$ cat src/sv/texture_mip_chain_size_defines.svh
// ----------------------------------------------------------------------------
// texture_mip_chain_size_defines
// assertion macros for the mip chain size block
// ----------------------------------------------------------------------------
`ifndef TEXTURE_MIP_CHAIN_SIZE_DEFINES_SVH
`define TEXTURE_MIP_CHAIN_SIZE_DEFINES_SVH

`ifndef SYNTHESIS
`define TMCS_ASSERT_CLK(label, prop) \
    label: assert property (@(posedge i_clk) disable iff (!i_rst_n) prop) \
        else $error("texture_mip_chain_size: assertion failed");
`define TMCS_ASSERT_RST(label, prop) \
    label: assert property (@(posedge i_clk) prop) \
        else $error("texture_mip_chain_size: reset assertion failed");
`else
`define TMCS_ASSERT_CLK(label, prop)
`define TMCS_ASSERT_RST(label, prop)
`endif

`endif

$ cat src/sv/tmcs_pkg.sv
// ----------------------------------------------------------------------------
// tmcs_pkg
// types, constants and format table of the mip chain size block
// ----------------------------------------------------------------------------
package tmcs_pkg;

    localparam int FMT_W        = 7;
    localparam int DIM_W        = 15;
    localparam int DEP_W        = 12;
    localparam int MIP_W        = 4;
    localparam int TOT_W        = 32;
    localparam int BLK_W        = 4;
    localparam int BYTES_W      = 5;
    localparam int BD_W         = BYTES_W + DEP_W;
    localparam int IN_TDATA_W   = 56;
    localparam int OUT_TDATA_W  = 40;

    localparam int DEF_MAX_MIP_LEVELS = 15;
    localparam int QUEUE_DEPTH        = 2;

    localparam logic [FMT_W-1:0] ASTC_LIN_BASE  = 7'd87;
    localparam logic [FMT_W-1:0] ASTC_SRGB_BASE = 7'd101;
    localparam logic [FMT_W-1:0] NUM_FORMATS    = 7'd115;

    // reciprocal constants for divide by 3 and by 5
    localparam int                DIV3_SH  = 17;
    localparam logic [DIV3_SH-1:0] DIV3_MUL = 17'd43691;
    localparam int                DIV5_SH  = 18;
    localparam logic [15:0]        DIV5_MUL = 16'd52429;

    typedef enum logic [1:0] {
        DIV_NONE,
        DIV_3,
        DIV_5
    } t_div_kind;

    typedef struct packed {
        logic [1:0] shift;
        t_div_kind  kind;
    } t_div_sel;

    typedef struct packed {
        logic [BYTES_W-1:0] bytes;
        logic [BLK_W-1:0]   bw;
        logic [BLK_W-1:0]   bh;
    } t_fmt;

    typedef struct packed {
        logic [DIM_W-1:0] w;
        logic [DIM_W-1:0] h;
        logic [MIP_W-1:0] mips;
        logic [BD_W-1:0]  bd;
        logic [BLK_W-1:0] bw;
        logic [BLK_W-1:0] bh;
        t_div_sel         sel_x;
        t_div_sel         sel_y;
    } t_job;

    function automatic t_fmt fmt_lookup(logic [FMT_W-1:0] code);
        t_fmt             f;
        logic [FMT_W-1:0] idx;
        f   = '{bytes: 5'd0, bw: 4'd1, bh: 4'd1};
        idx = '0;
        priority if (code == 7'd0) f.bytes = 5'd0;
        else if (code < 7'd8)   f.bytes = 5'd1;
        else if (code < 7'd11)  f.bytes = 5'd2;
        else if (code < 7'd14)  f.bytes = 5'd4;
        else if (code < 7'd18)  f.bytes = 5'd2;
        else if (code < 7'd21)  f.bytes = 5'd4;
        else if (code < 7'd24)  f.bytes = 5'd8;
        else if (code < 7'd29)  f.bytes = 5'd3;
        else if (code < 7'd32)  f.bytes = 5'd6;
        else if (code < 7'd35)  f.bytes = 5'd12;
        else if (code < 7'd41)  f.bytes = 5'd4;
        else if (code < 7'd44)  f.bytes = 5'd8;
        else if (code < 7'd47)  f.bytes = 5'd16;
        else if (code == 7'd47) f.bytes = 5'd2;
        else if (code == 7'd48) f.bytes = 5'd4;
        else if (code < 7'd54)  f.bytes = 5'd2;
        else if (code == 7'd54) f.bytes = 5'd4;
        else if (code == 7'd55) f.bytes = 5'd5;
        else if (code < 7'd60)  f = '{bytes: 5'd8,  bw: 4'd4, bh: 4'd4};
        else if (code < 7'd64)  f = '{bytes: 5'd16, bw: 4'd4, bh: 4'd4};
        else if (code < 7'd66)  f = '{bytes: 5'd8,  bw: 4'd4, bh: 4'd4};
        else if (code < 7'd72)  f = '{bytes: 5'd16, bw: 4'd4, bh: 4'd4};
        else if (code < 7'd79)  f = '{bytes: 5'd8,  bw: 4'd4, bh: 4'd4};
        else if (code < 7'd81)  f = '{bytes: 5'd16, bw: 4'd4, bh: 4'd4};
        else if (code < 7'd83)  f = '{bytes: 5'd8,  bw: 4'd8, bh: 4'd4};
        else if (code < 7'd85)  f = '{bytes: 5'd8,  bw: 4'd4, bh: 4'd4};
        else if (code == 7'd85) f = '{bytes: 5'd8,  bw: 4'd8, bh: 4'd4};
        else if (code < ASTC_LIN_BASE) f = '{bytes: 5'd8, bw: 4'd4, bh: 4'd4};
        else if (code < NUM_FORMATS) begin
            idx = (code < ASTC_SRGB_BASE) ? (code - ASTC_LIN_BASE) : (code - ASTC_SRGB_BASE);
            f.bytes = 5'd16;
            case (idx[3:0])
                4'd0:    begin f.bw = 4'd4;  f.bh = 4'd4;  end
                4'd1:    begin f.bw = 4'd5;  f.bh = 4'd4;  end
                4'd2:    begin f.bw = 4'd5;  f.bh = 4'd5;  end
                4'd3:    begin f.bw = 4'd6;  f.bh = 4'd5;  end
                4'd4:    begin f.bw = 4'd6;  f.bh = 4'd6;  end
                4'd5:    begin f.bw = 4'd8;  f.bh = 4'd5;  end
                4'd6:    begin f.bw = 4'd8;  f.bh = 4'd6;  end
                4'd7:    begin f.bw = 4'd8;  f.bh = 4'd8;  end
                4'd8:    begin f.bw = 4'd10; f.bh = 4'd5;  end
                4'd9:    begin f.bw = 4'd10; f.bh = 4'd6;  end
                4'd10:   begin f.bw = 4'd10; f.bh = 4'd8;  end
                4'd11:   begin f.bw = 4'd10; f.bh = 4'd10; end
                4'd12:   begin f.bw = 4'd12; f.bh = 4'd10; end
                4'd13:   begin f.bw = 4'd12; f.bh = 4'd12; end
                default: begin f.bw = 4'd4;  f.bh = 4'd4;  end
            endcase
        end
        else f.bytes = 5'd0;
        return f;
    endfunction

    // block size splits into a power of two shift and an odd factor
    function automatic t_div_sel div_select(logic [BLK_W-1:0] b);
        t_div_sel s;
        case (b)
            4'd4:    s = '{shift: 2'd2, kind: DIV_NONE};
            4'd5:    s = '{shift: 2'd0, kind: DIV_5};
            4'd6:    s = '{shift: 2'd1, kind: DIV_3};
            4'd8:    s = '{shift: 2'd3, kind: DIV_NONE};
            4'd10:   s = '{shift: 2'd1, kind: DIV_5};
            4'd12:   s = '{shift: 2'd2, kind: DIV_3};
            default: s = '{shift: 2'd0, kind: DIV_NONE};
        endcase
        return s;
    endfunction

endpackage

$ cat src/sv/tmcs_front.sv
// ----------------------------------------------------------------------------
// tmcs_front
// accepts requests, decodes the format and builds a job for the queue
// ----------------------------------------------------------------------------
module tmcs_front #(
    parameter int MAX_MIP_LEVELS = tmcs_pkg::DEF_MAX_MIP_LEVELS
) (
    input  logic                             i_s_axis_tvalid,
    output logic                             o_s_axis_tready,
    input  logic [tmcs_pkg::IN_TDATA_W-1:0]  i_s_axis_tdata,
    input  logic                             i_q_full,
    output logic                             o_push,
    output tmcs_pkg::t_job                   o_job
);
    import tmcs_pkg::*;

    logic [FMT_W-1:0]   code;
    logic [DIM_W-1:0]   w;
    logic [DIM_W-1:0]   h;
    logic [DEP_W-1:0]   d;
    logic [MIP_W-1:0]   mips;
    t_fmt               fmt;
    logic [MIP_W-1:0]   mips_clamped;

    assign code = i_s_axis_tdata[6:0];
    assign w    = i_s_axis_tdata[21:7];
    assign h    = i_s_axis_tdata[36:22];
    assign d    = i_s_axis_tdata[48:37];
    assign mips = i_s_axis_tdata[52:49];

    assign fmt = fmt_lookup(code);

    always_comb begin
        if (32'(mips) > MAX_MIP_LEVELS) begin
            mips_clamped = MIP_W'(MAX_MIP_LEVELS);
        end else begin
            mips_clamped = mips;
        end
    end

    assign o_s_axis_tready = !i_q_full;
    assign o_push          = i_s_axis_tvalid && !i_q_full;

    always_comb begin
        o_job.w     = w;
        o_job.h     = h;
        o_job.mips  = mips_clamped;
        o_job.bd    = BD_W'(fmt.bytes) * BD_W'(d);
        o_job.bw    = fmt.bw;
        o_job.bh    = fmt.bh;
        o_job.sel_x = div_select(fmt.bw);
        o_job.sel_y = div_select(fmt.bh);
    end

endmodule

$ cat src/sv/tmcs_queue.sv
// ----------------------------------------------------------------------------
// tmcs_queue
// short job queue between decode and the level sequencer
// ----------------------------------------------------------------------------
module tmcs_queue (
    input  logic            i_clk,
    input  logic            i_rst_n,
    input  logic            i_push,
    input  tmcs_pkg::t_job  i_job,
    output logic            o_full,
    input  logic            i_pop,
    output logic            o_empty,
    output tmcs_pkg::t_job  o_job
);
    import tmcs_pkg::*;

    localparam int QA_W = (QUEUE_DEPTH > 1) ? $clog2(QUEUE_DEPTH) : 1;
    localparam int QC_W = $clog2(QUEUE_DEPTH + 1);

    t_job              r_mem [QUEUE_DEPTH];
    logic [QA_W-1:0]   r_wr;
    logic [QA_W-1:0]   r_rd;
    logic [QC_W-1:0]   r_count;

    assign o_full  = (r_count == QC_W'(QUEUE_DEPTH));
    assign o_empty = (r_count == '0);
    assign o_job   = r_mem[r_rd];

    always_ff @(posedge i_clk) begin
        if (i_push) begin
            r_mem[r_wr] <= i_job;
        end
    end

    always_ff @(posedge i_clk) begin
        if (!i_rst_n) begin
            r_wr    <= '0;
            r_rd    <= '0;
            r_count <= '0;
        end else begin
            if (i_push) begin
                r_wr <= (r_wr == QA_W'(QUEUE_DEPTH - 1)) ? '0 : r_wr + 1'b1;
            end
            if (i_pop) begin
                r_rd <= (r_rd == QA_W'(QUEUE_DEPTH - 1)) ? '0 : r_rd + 1'b1;
            end
            unique case ({i_push, i_pop})
                2'b10:   r_count <= r_count + 1'b1;
                2'b01:   r_count <= r_count - 1'b1;
                default: r_count <= r_count;
            endcase
        end
    end

endmodule

$ cat src/sv/tmcs_back.sv
// ----------------------------------------------------------------------------
// tmcs_back
// walks the mip levels of one job and sums the level sizes
// ----------------------------------------------------------------------------
module tmcs_back (
    input  logic                              i_clk,
    input  logic                              i_rst_n,
    input  logic                              i_q_empty,
    input  tmcs_pkg::t_job                    i_job,
    output logic                              o_pop,
    output logic                              o_m_axis_tvalid,
    input  logic                              i_m_axis_tready,
    output logic [tmcs_pkg::OUT_TDATA_W-1:0]  o_m_axis_tdata
);
    import tmcs_pkg::*;

    typedef enum logic [1:0] {
        ST_IDLE,
        ST_RUN,
        ST_FLUSH
    } t_state;

    t_state                    r_state;
    t_job                      r_job;
    logic [DIM_W-1:0]          r_w;
    logic [DIM_W-1:0]          r_h;
    logic [MIP_W-1:0]          r_left;
    logic                      r_v1;
    logic                      r_v2;
    logic                      r_v3;
    logic [DIM_W-1:0]          r_bx;
    logic [DIM_W-1:0]          r_by;
    logic [2*DIM_W-1:0]        r_area;
    logic [TOT_W-1:0]          r_lvl;
    logic [TOT_W-1:0]          r_acc;
    logic                      r_out_valid;
    logic [TOT_W-1:0]          r_total;
    logic [BLK_W-1:0]          r_bw;
    logic [BLK_W-1:0]          r_bh;

    logic [DIM_W-1:0]          n_w;
    logic [DIM_W-1:0]          n_h;
    logic [2*DIM_W+BD_W-1:0]   lvl_full;
    logic                      out_free;
    logic                      flush_done;

    // ceil(n / b) with the divide done by shift and reciprocal multiply
    function automatic logic [DIM_W-1:0] blocks_of(logic [DIM_W-1:0] n,
                                                   logic [BLK_W-1:0] b,
                                                   t_div_sel         sel);
        logic [DIM_W:0]            x;
        logic [DIM_W:0]            xs;
        logic [DIM_W+DIV3_SH:0]    p3;
        logic [DIM_W+DIV5_SH:0]    p5;
        logic [DIM_W-1:0]          q;
        x  = (DIM_W+1)'(n) + (DIM_W+1)'(b) - (DIM_W+1)'(1);
        xs = x >> sel.shift;
        p3 = (DIM_W+DIV3_SH+1)'(xs) * (DIM_W+DIV3_SH+1)'(DIV3_MUL);
        p5 = (DIM_W+DIV5_SH+1)'(xs) * (DIM_W+DIV5_SH+1)'(DIV5_MUL);
        unique case (sel.kind)
            DIV_3:    q = p3[DIV3_SH +: DIM_W];
            DIV_5:    q = p5[DIV5_SH +: DIM_W];
            DIV_NONE: q = xs[DIM_W-1:0];
            default:  q = xs[DIM_W-1:0];
        endcase
        return q;
    endfunction

    assign n_w      = (r_w[DIM_W-1:1] == '0) ? DIM_W'(1) : DIM_W'(r_w >> 1);
    assign n_h      = (r_h[DIM_W-1:1] == '0) ? DIM_W'(1) : DIM_W'(r_h >> 1);
    assign lvl_full = (2*DIM_W+BD_W)'(r_area) * (2*DIM_W+BD_W)'(r_job.bd);
    assign out_free = !r_out_valid || i_m_axis_tready;
    assign o_pop    = (r_state == ST_IDLE) && !i_q_empty;

    assign flush_done = (r_state == ST_FLUSH) && !r_v1 && !r_v2 && !r_v3 && out_free;

    assign o_m_axis_tvalid = r_out_valid;
    assign o_m_axis_tdata  = {r_bh, r_bw, r_total};

    always_ff @(posedge i_clk) begin
        if (!i_rst_n) begin
            r_state     <= ST_IDLE;
            r_v1        <= 1'b0;
            r_v2        <= 1'b0;
            r_v3        <= 1'b0;
            r_out_valid <= 1'b0;
        end else begin
            r_v1   <= (r_state == ST_RUN) && (r_left != '0);
            r_v2   <= r_v1;
            r_v3   <= r_v2;
            r_area <= (2*DIM_W)'(r_bx) * (2*DIM_W)'(r_by);
            r_lvl  <= lvl_full[TOT_W-1:0];
            if (r_v3) begin
                r_acc <= r_acc + r_lvl;
            end
            if (flush_done) begin
                r_out_valid <= 1'b1;
            end else if (r_out_valid && i_m_axis_tready) begin
                r_out_valid <= 1'b0;
            end
            unique case (r_state)
                ST_IDLE: begin
                    if (!i_q_empty) begin
                        r_job   <= i_job;
                        r_w     <= i_job.w;
                        r_h     <= i_job.h;
                        r_left  <= i_job.mips;
                        r_acc   <= '0;
                        r_state <= ST_RUN;
                    end
                end
                ST_RUN: begin
                    if (r_left != '0) begin
                        r_bx   <= blocks_of(r_w, r_job.bw, r_job.sel_x);
                        r_by   <= blocks_of(r_h, r_job.bh, r_job.sel_y);
                        r_w    <= n_w;
                        r_h    <= n_h;
                        r_left <= r_left - 1'b1;
                    end else begin
                        r_state <= ST_FLUSH;
                    end
                end
                ST_FLUSH: begin
                    if (flush_done) begin
                        r_total     <= r_acc;
                        r_bw        <= r_job.bw;
                        r_bh        <= r_job.bh;
                        r_state     <= ST_IDLE;
                    end
                end
                default: r_state <= ST_IDLE;
            endcase
        end
    end

endmodule

$ cat src/sv/texture_mip_chain_size.sv
// ----------------------------------------------------------------------------
// texture_mip_chain_size
// byte size of a texture mip chain with the format's block dimensions
//
//   channel   dir  tdata fields (lsb first)
//   s_axis    in   format_code[6:0] width_px[21:7] height_px[36:22]
//                  depth_px[48:37] mip_count[52:49]
//   m_axis    out  total_bytes[31:0] block_width[35:32] block_height[39:36]
//
// the level sequencer takes one item at a time from the queue and holds it
// until its result is registered; a stalled output holds it in flush
// the sequencer issues one mip level per cycle into a three stage
// divide and multiply pipe, then drains it before the result is registered
// the job queue holds two decoded items, so input is taken while one runs
// reset is synchronous and active low; the queue and output register clear
// ----------------------------------------------------------------------------
module texture_mip_chain_size #(
    parameter int MAX_MIP_LEVELS = tmcs_pkg::DEF_MAX_MIP_LEVELS
) (
    input  logic                              i_clk,
    input  logic                              i_rst_n,
    input  logic                              i_s_axis_tvalid,
    output logic                              o_s_axis_tready,
    // format_code, width_px, height_px, depth_px, mip_count
    input  logic [tmcs_pkg::IN_TDATA_W-1:0]   i_s_axis_tdata,
    output logic                              o_m_axis_tvalid,
    input  logic                              i_m_axis_tready,
    // total_bytes, block_width, block_height
    output logic [tmcs_pkg::OUT_TDATA_W-1:0]  o_m_axis_tdata
);
    import tmcs_pkg::*;

`include "texture_mip_chain_size_defines.svh"

    logic  q_push;
    logic  q_pop;
    logic  q_full;
    logic  q_empty;
    t_job  push_job;
    t_job  head_job;

    tmcs_front #(
        .MAX_MIP_LEVELS (MAX_MIP_LEVELS)
    ) u_front (
        .i_s_axis_tvalid (i_s_axis_tvalid),
        .o_s_axis_tready (o_s_axis_tready),
        .i_s_axis_tdata  (i_s_axis_tdata),
        .i_q_full        (q_full),
        .o_push          (q_push),
        .o_job           (push_job)
    );

    tmcs_queue u_queue (
        .i_clk   (i_clk),
        .i_rst_n (i_rst_n),
        .i_push  (q_push),
        .i_job   (push_job),
        .o_full  (q_full),
        .i_pop   (q_pop),
        .o_empty (q_empty),
        .o_job   (head_job)
    );

    tmcs_back u_back (
        .i_clk           (i_clk),
        .i_rst_n         (i_rst_n),
        .i_q_empty       (q_empty),
        .i_job           (head_job),
        .o_pop           (q_pop),
        .o_m_axis_tvalid (o_m_axis_tvalid),
        .i_m_axis_tready (i_m_axis_tready),
        .o_m_axis_tdata  (o_m_axis_tdata)
    );

    `TMCS_ASSERT_CLK(a_no_push_when_full, q_push |-> !q_full)
    `TMCS_ASSERT_CLK(a_no_pop_when_empty, q_pop |-> !q_empty)
    `TMCS_ASSERT_CLK(a_one_item_at_a_time, q_pop |=> !q_pop)
    `TMCS_ASSERT_RST(a_out_idle_after_reset, !i_rst_n |=> !o_m_axis_tvalid)

endmodule

$ cat config.mk
export PLATFORM = sky130hd
export DESIGN_NAME = texture_mip_chain_size
export DESIGN_NICKNAME = d
export VERILOG_FILES = /design/src/sv/tmcs_pkg.sv /design/src/sv/tmcs_front.sv /design/src/sv/tmcs_queue.sv /design/src/sv/tmcs_back.sv /design/src/sv/texture_mip_chain_size.sv
export VERILOG_INCLUDE_DIRS = /design/src /design/src/sv
export SDC_FILE = /design/constraint.sdc
export NUM_CORES = 2
export LEC_CHECK = 0
export ABC_AREA = 1
export BUFFER_PORTS_ARGS = -buffer_cell sky130_fd_sc_hd__buf_2
export CORE_ASPECT_RATIO = 0.7
export CORE_MARGIN = 2
export CORE_UTILIZATION = 60
export CTS_CLUSTER_SIZE = 28
export DETAILED_ROUTE_END_ITERATION = 12
export PLACE_DENSITY = 0.8
export SLEW_MARGIN = 30
export SYNTH_ARGS = -nofsm -noshare
export SYNTH_HDL_FRONTEND = slang
export SYNTH_HIERARCHICAL = 1
export SYNTH_SLANG_ARGS = --single-unit
$ cat constraint.sdc
create_clock -name i_clk -period 7.4 [get_ports i_clk]
set_input_delay 0.37 -clock i_clk [delete_from_list [all_inputs] [get_ports i_clk]]
set_output_delay 0.37 -clock i_clk [all_outputs]
set_load 0.02 [all_outputs]
==> impl_metrics.yaml <==
status:
  status: "completed"
cells_and_area:
  fill_cells: 8629
  multi_input_area_um2: 45500
  final_nets: 9795
  area_growth_pct: 11.8
  register_area_um2: 11200
  drive_gt1_share_pct: 13.4
sta:
  setup_violations: 0
  finalCriticalPeriod_ns: 7.20
  final_max_slew_viol_count: 0
  period_share_pct: 97.3
  final.setup.tns_ns: 0
  hold_violations: 0
  worstMarginPinSlew_ns: 1.09
  clock_skew_ns: 0.0307
  max_slew_margin_pct: 27.2
  fmax_ghz: 0.139
worst_setup_path:
  endpoint: "u_back/r_bx[14]"
  crit_arrival_ns: 7.47
  r2r_end: "u_back/r_bx[14]"
  end_kind: "register"
  critPathRequiredTime_ns: 7.67
  setup.worst_path.start: "u_back/r_job[13]"
  r2r_cells: 35
  path_class: "reg2reg"
  path_depth: 35
  crit_top_cell: "inv_1"
  critical_path.max_fanout: 3
  crit_slowest_cell: "fa_1"
  cp-start-kind: "register"
  cp_top_family: "adder cells"
  critPathMaxStageDelay_ns: 0.55
  r2r-start: "u_back/r_job[13]"
  critical_path_buf_inv_count: 9
  rrSetupSlack_ns: 0.20
clock_network:
  ctsLongestPathBuffers: 3
  clk_pin_slew_ns: 0.06
  cts_buffers: 41
  clkLatencyLatePin_ns: 0.61
  clock_sinks: 376
  cts_tree: "built"
  cts-htree-levels: 2
  root_buffer: "clkbuf_16"
die:
  ioPinCount: 102
  die_h_um: 276
  design.core.area_um2: 105000
  num_rows: 99
  fp.dieW_um: 393
  die_area_um2: 108000
  initial_core_util_pct: 60.7
synth:
  netlist_instances: 7795
  syn_area_um2: 63400
  synth_top_area_share_pct: 25.1
  synth_flop_cell: "edfxtp_1"
  synth.distinct_cells: 60
  synth_top_family_by_area: "adder cells"
  yosys.area_share.simple_pct: 18.8
  syn-num-nets: 9435
  synth_area_leaders: "fa_1, edfxtp_1, ha_1, inv_1, nand2_1"
  synth_edf_count: 365
  muxShareOfSynthArea_pct: 1.38
  yosysSeqAreaShare_pct: 17.6
  synth_seq_cells: 376
  synth_compound_area_share_pct: 6.00
  synthAdderAreaFrac_pct: 40.6
  ys_warn_count: 6
  yosys.area.top_type: "fa_1"
  async_reset_ff_share_pct: 0
  synth_xor_area_share_pct: 2.62
  syn_area_per_cell_um2: 8.14
route:
  drc_errors: 0
  via_per_inst: 5.51
  drt-initial-drc-count: 5172
  wl_um: 181000
  ant_nets: 0
  vias: 52900
  drtPass1Iterations: 7
  routedWlPerCell_um: 18.8
placed_design:
  place_congestion: 1.01
  io_buffer_count: 98
  dpl.hpwl_um: 150000
global_routing:
  grt_pass1_vias: 53300
  gr-usage-all-layers_pct: 33.5
  grt_pass1_wl_um: 286000
  antenna_found_initial: 0
  grt_max_degree: 63
  overflow: 0
min_path:
  hold_path.class: "in2reg"
run:
  maxCapViolCount: 0
==> area by class of cell <==
type,instances,area share [%]
timing repair buffer,528,5.61
clock inverter,24,0.367
inverter,1904,10.1
antenna,2,0.00706
sequential,376,15.8
tap,1414,2.49
multi-input combinational,5304,64.1
clock buffer,51,1.53
==> per-stage QoR <==
step	instance area (um2)	setup slack [ns]	std cells	hold slack, ns	util [%]
3_3_place_gp	67500	-0.0208	9465	0.412	64.6
5_1_grt	70900	-0.0899	9601	0.0701	67.8
4_1_cts	69300	0.00462	9578	0.0362	66.3
6_report	70900	0.198	9603	0.0606	67.8
2_1_floorplan	63400	0.430	7795	0.407	-
3_5_place_dp	67600	-0.0732	9469	0.417	64.7
==> logic make-up (layout without fill, tap and decap cells) <==
group | Yosys count | in the layout
simple gates | 2810 | 2810
buf+inv | 2115 | 2507
fa+ha+maj | 1580 | 1580
compound gates | 660 | 660
flops | 376 | 376
xor+xnor | 186 | 186
mux | 68 | 68
other cells | 0 | 2
==> flip-flops by register name, summed over array words and instances (netlist names), 2 cells and up, named ones only <==
| signal | count |
|---|---|
| u_queue/r_mem | 134 |
| u_back/r_job | 33 |
| u_back/r_acc | 32 |
| u_back/r_lvl | 32 |
| u_back/r_total | 32 |
| u_back/r_area | 30 |
| u_back/r_bx | 15 |
| u_back/r_by | 15 |
| u_back/r_h | 15 |
| u_back/r_w | 15 |
| u_back/r_bh | 4 |
| u_back/r_bw | 4 |
| u_back/r_left | 4 |
| u_back/r_state | 2 |
| u_queue/r_count | 2 |
==> worst reg2reg max path, delay by kind of cell (launching register included) <==
family | cells | cell delay, ns
adders and majority gates | 10 | 3.48
and+or+nand+nor | 11 | 1.14
AOI/OAI and AO/OA | 5 | 1.15
DFF | 1 | 0.40
buffers and inverters | 9 | 0.69
==> synthesized netlist by cell type (30+ instances only) <==
cell,number
inv_2,35
buf_4,38
nor2_1,411
nand2_2,52
a21o_1,31
clkbuf_1,133
ha_1,783
mux2_4,30
o21ai_0,199
o21bai_1,56
xnor2_1,51
fa_1,797
xor2_1,131
nand3_1,367
mux2_2,37
nand2_1,1736
nor3_1,45
nand4_1,76
a21oi_1,264
inv_1,1861
edfxtp_1,365
nand3_2,30
==> worst min path at each step <==
stage	from	endpoint	slack [ns]	cells after the start
detailed placement	u_back/r_v1	u_back/r_v2	0.42	2
global placement	u_back/r_v2	u_back/r_v3	0.41	2
global route	i_m_axis_tready	u_back/o_m_axis_tvalid	0.07	4
CTS	i_m_axis_tready	u_back/o_m_axis_tvalid	0.04	4
floorplan	u_back/r_v2	u_back/r_v3	0.41	2
finish	i_m_axis_tready	u_back/o_m_axis_tvalid	0.06	4
==> per-layer routing <==
metal / vias to the layer above / routed length, um / global-route usage [%]
met5: - / 0 / 0
met4: 0 / 3710 / 6.47
met3: 246 / 17800 / 7.05
met2: 2307 / 78500 / 51.2
met1: 25600 / 80600 / 49.4
li1: 24700 / - / -
==> layout by cell type (no fill, tap or decap), drive strengths merged, types with 219 or more instances in the layout <==
master / n
a21oi: 269
buf: 494
edfxtp: 365
fa: 797
ha: 783
inv: 1904
nand2: 1800
nand3: 397
nor2: 448
o21ai: 219
==> repair_timing <==
| item | 4_1_cts | 5_1_grt |
|---|---|---|
| buffers inserted | 0 | 18 |
| endpoints found under the hold margin | 68 | 0 |
| cloned | 0 | 0 |
| gates resized for setup | 8 | 332 |
| pin swaps | 2 | 62 |
| setup endpoints to repair | 13 | 30 |
| hold buffers | 34 | 0 |
Power is left out: the tool's default activity adds up to more than one toggle a clock period on the data nets, which glitch-free logic cannot reach.
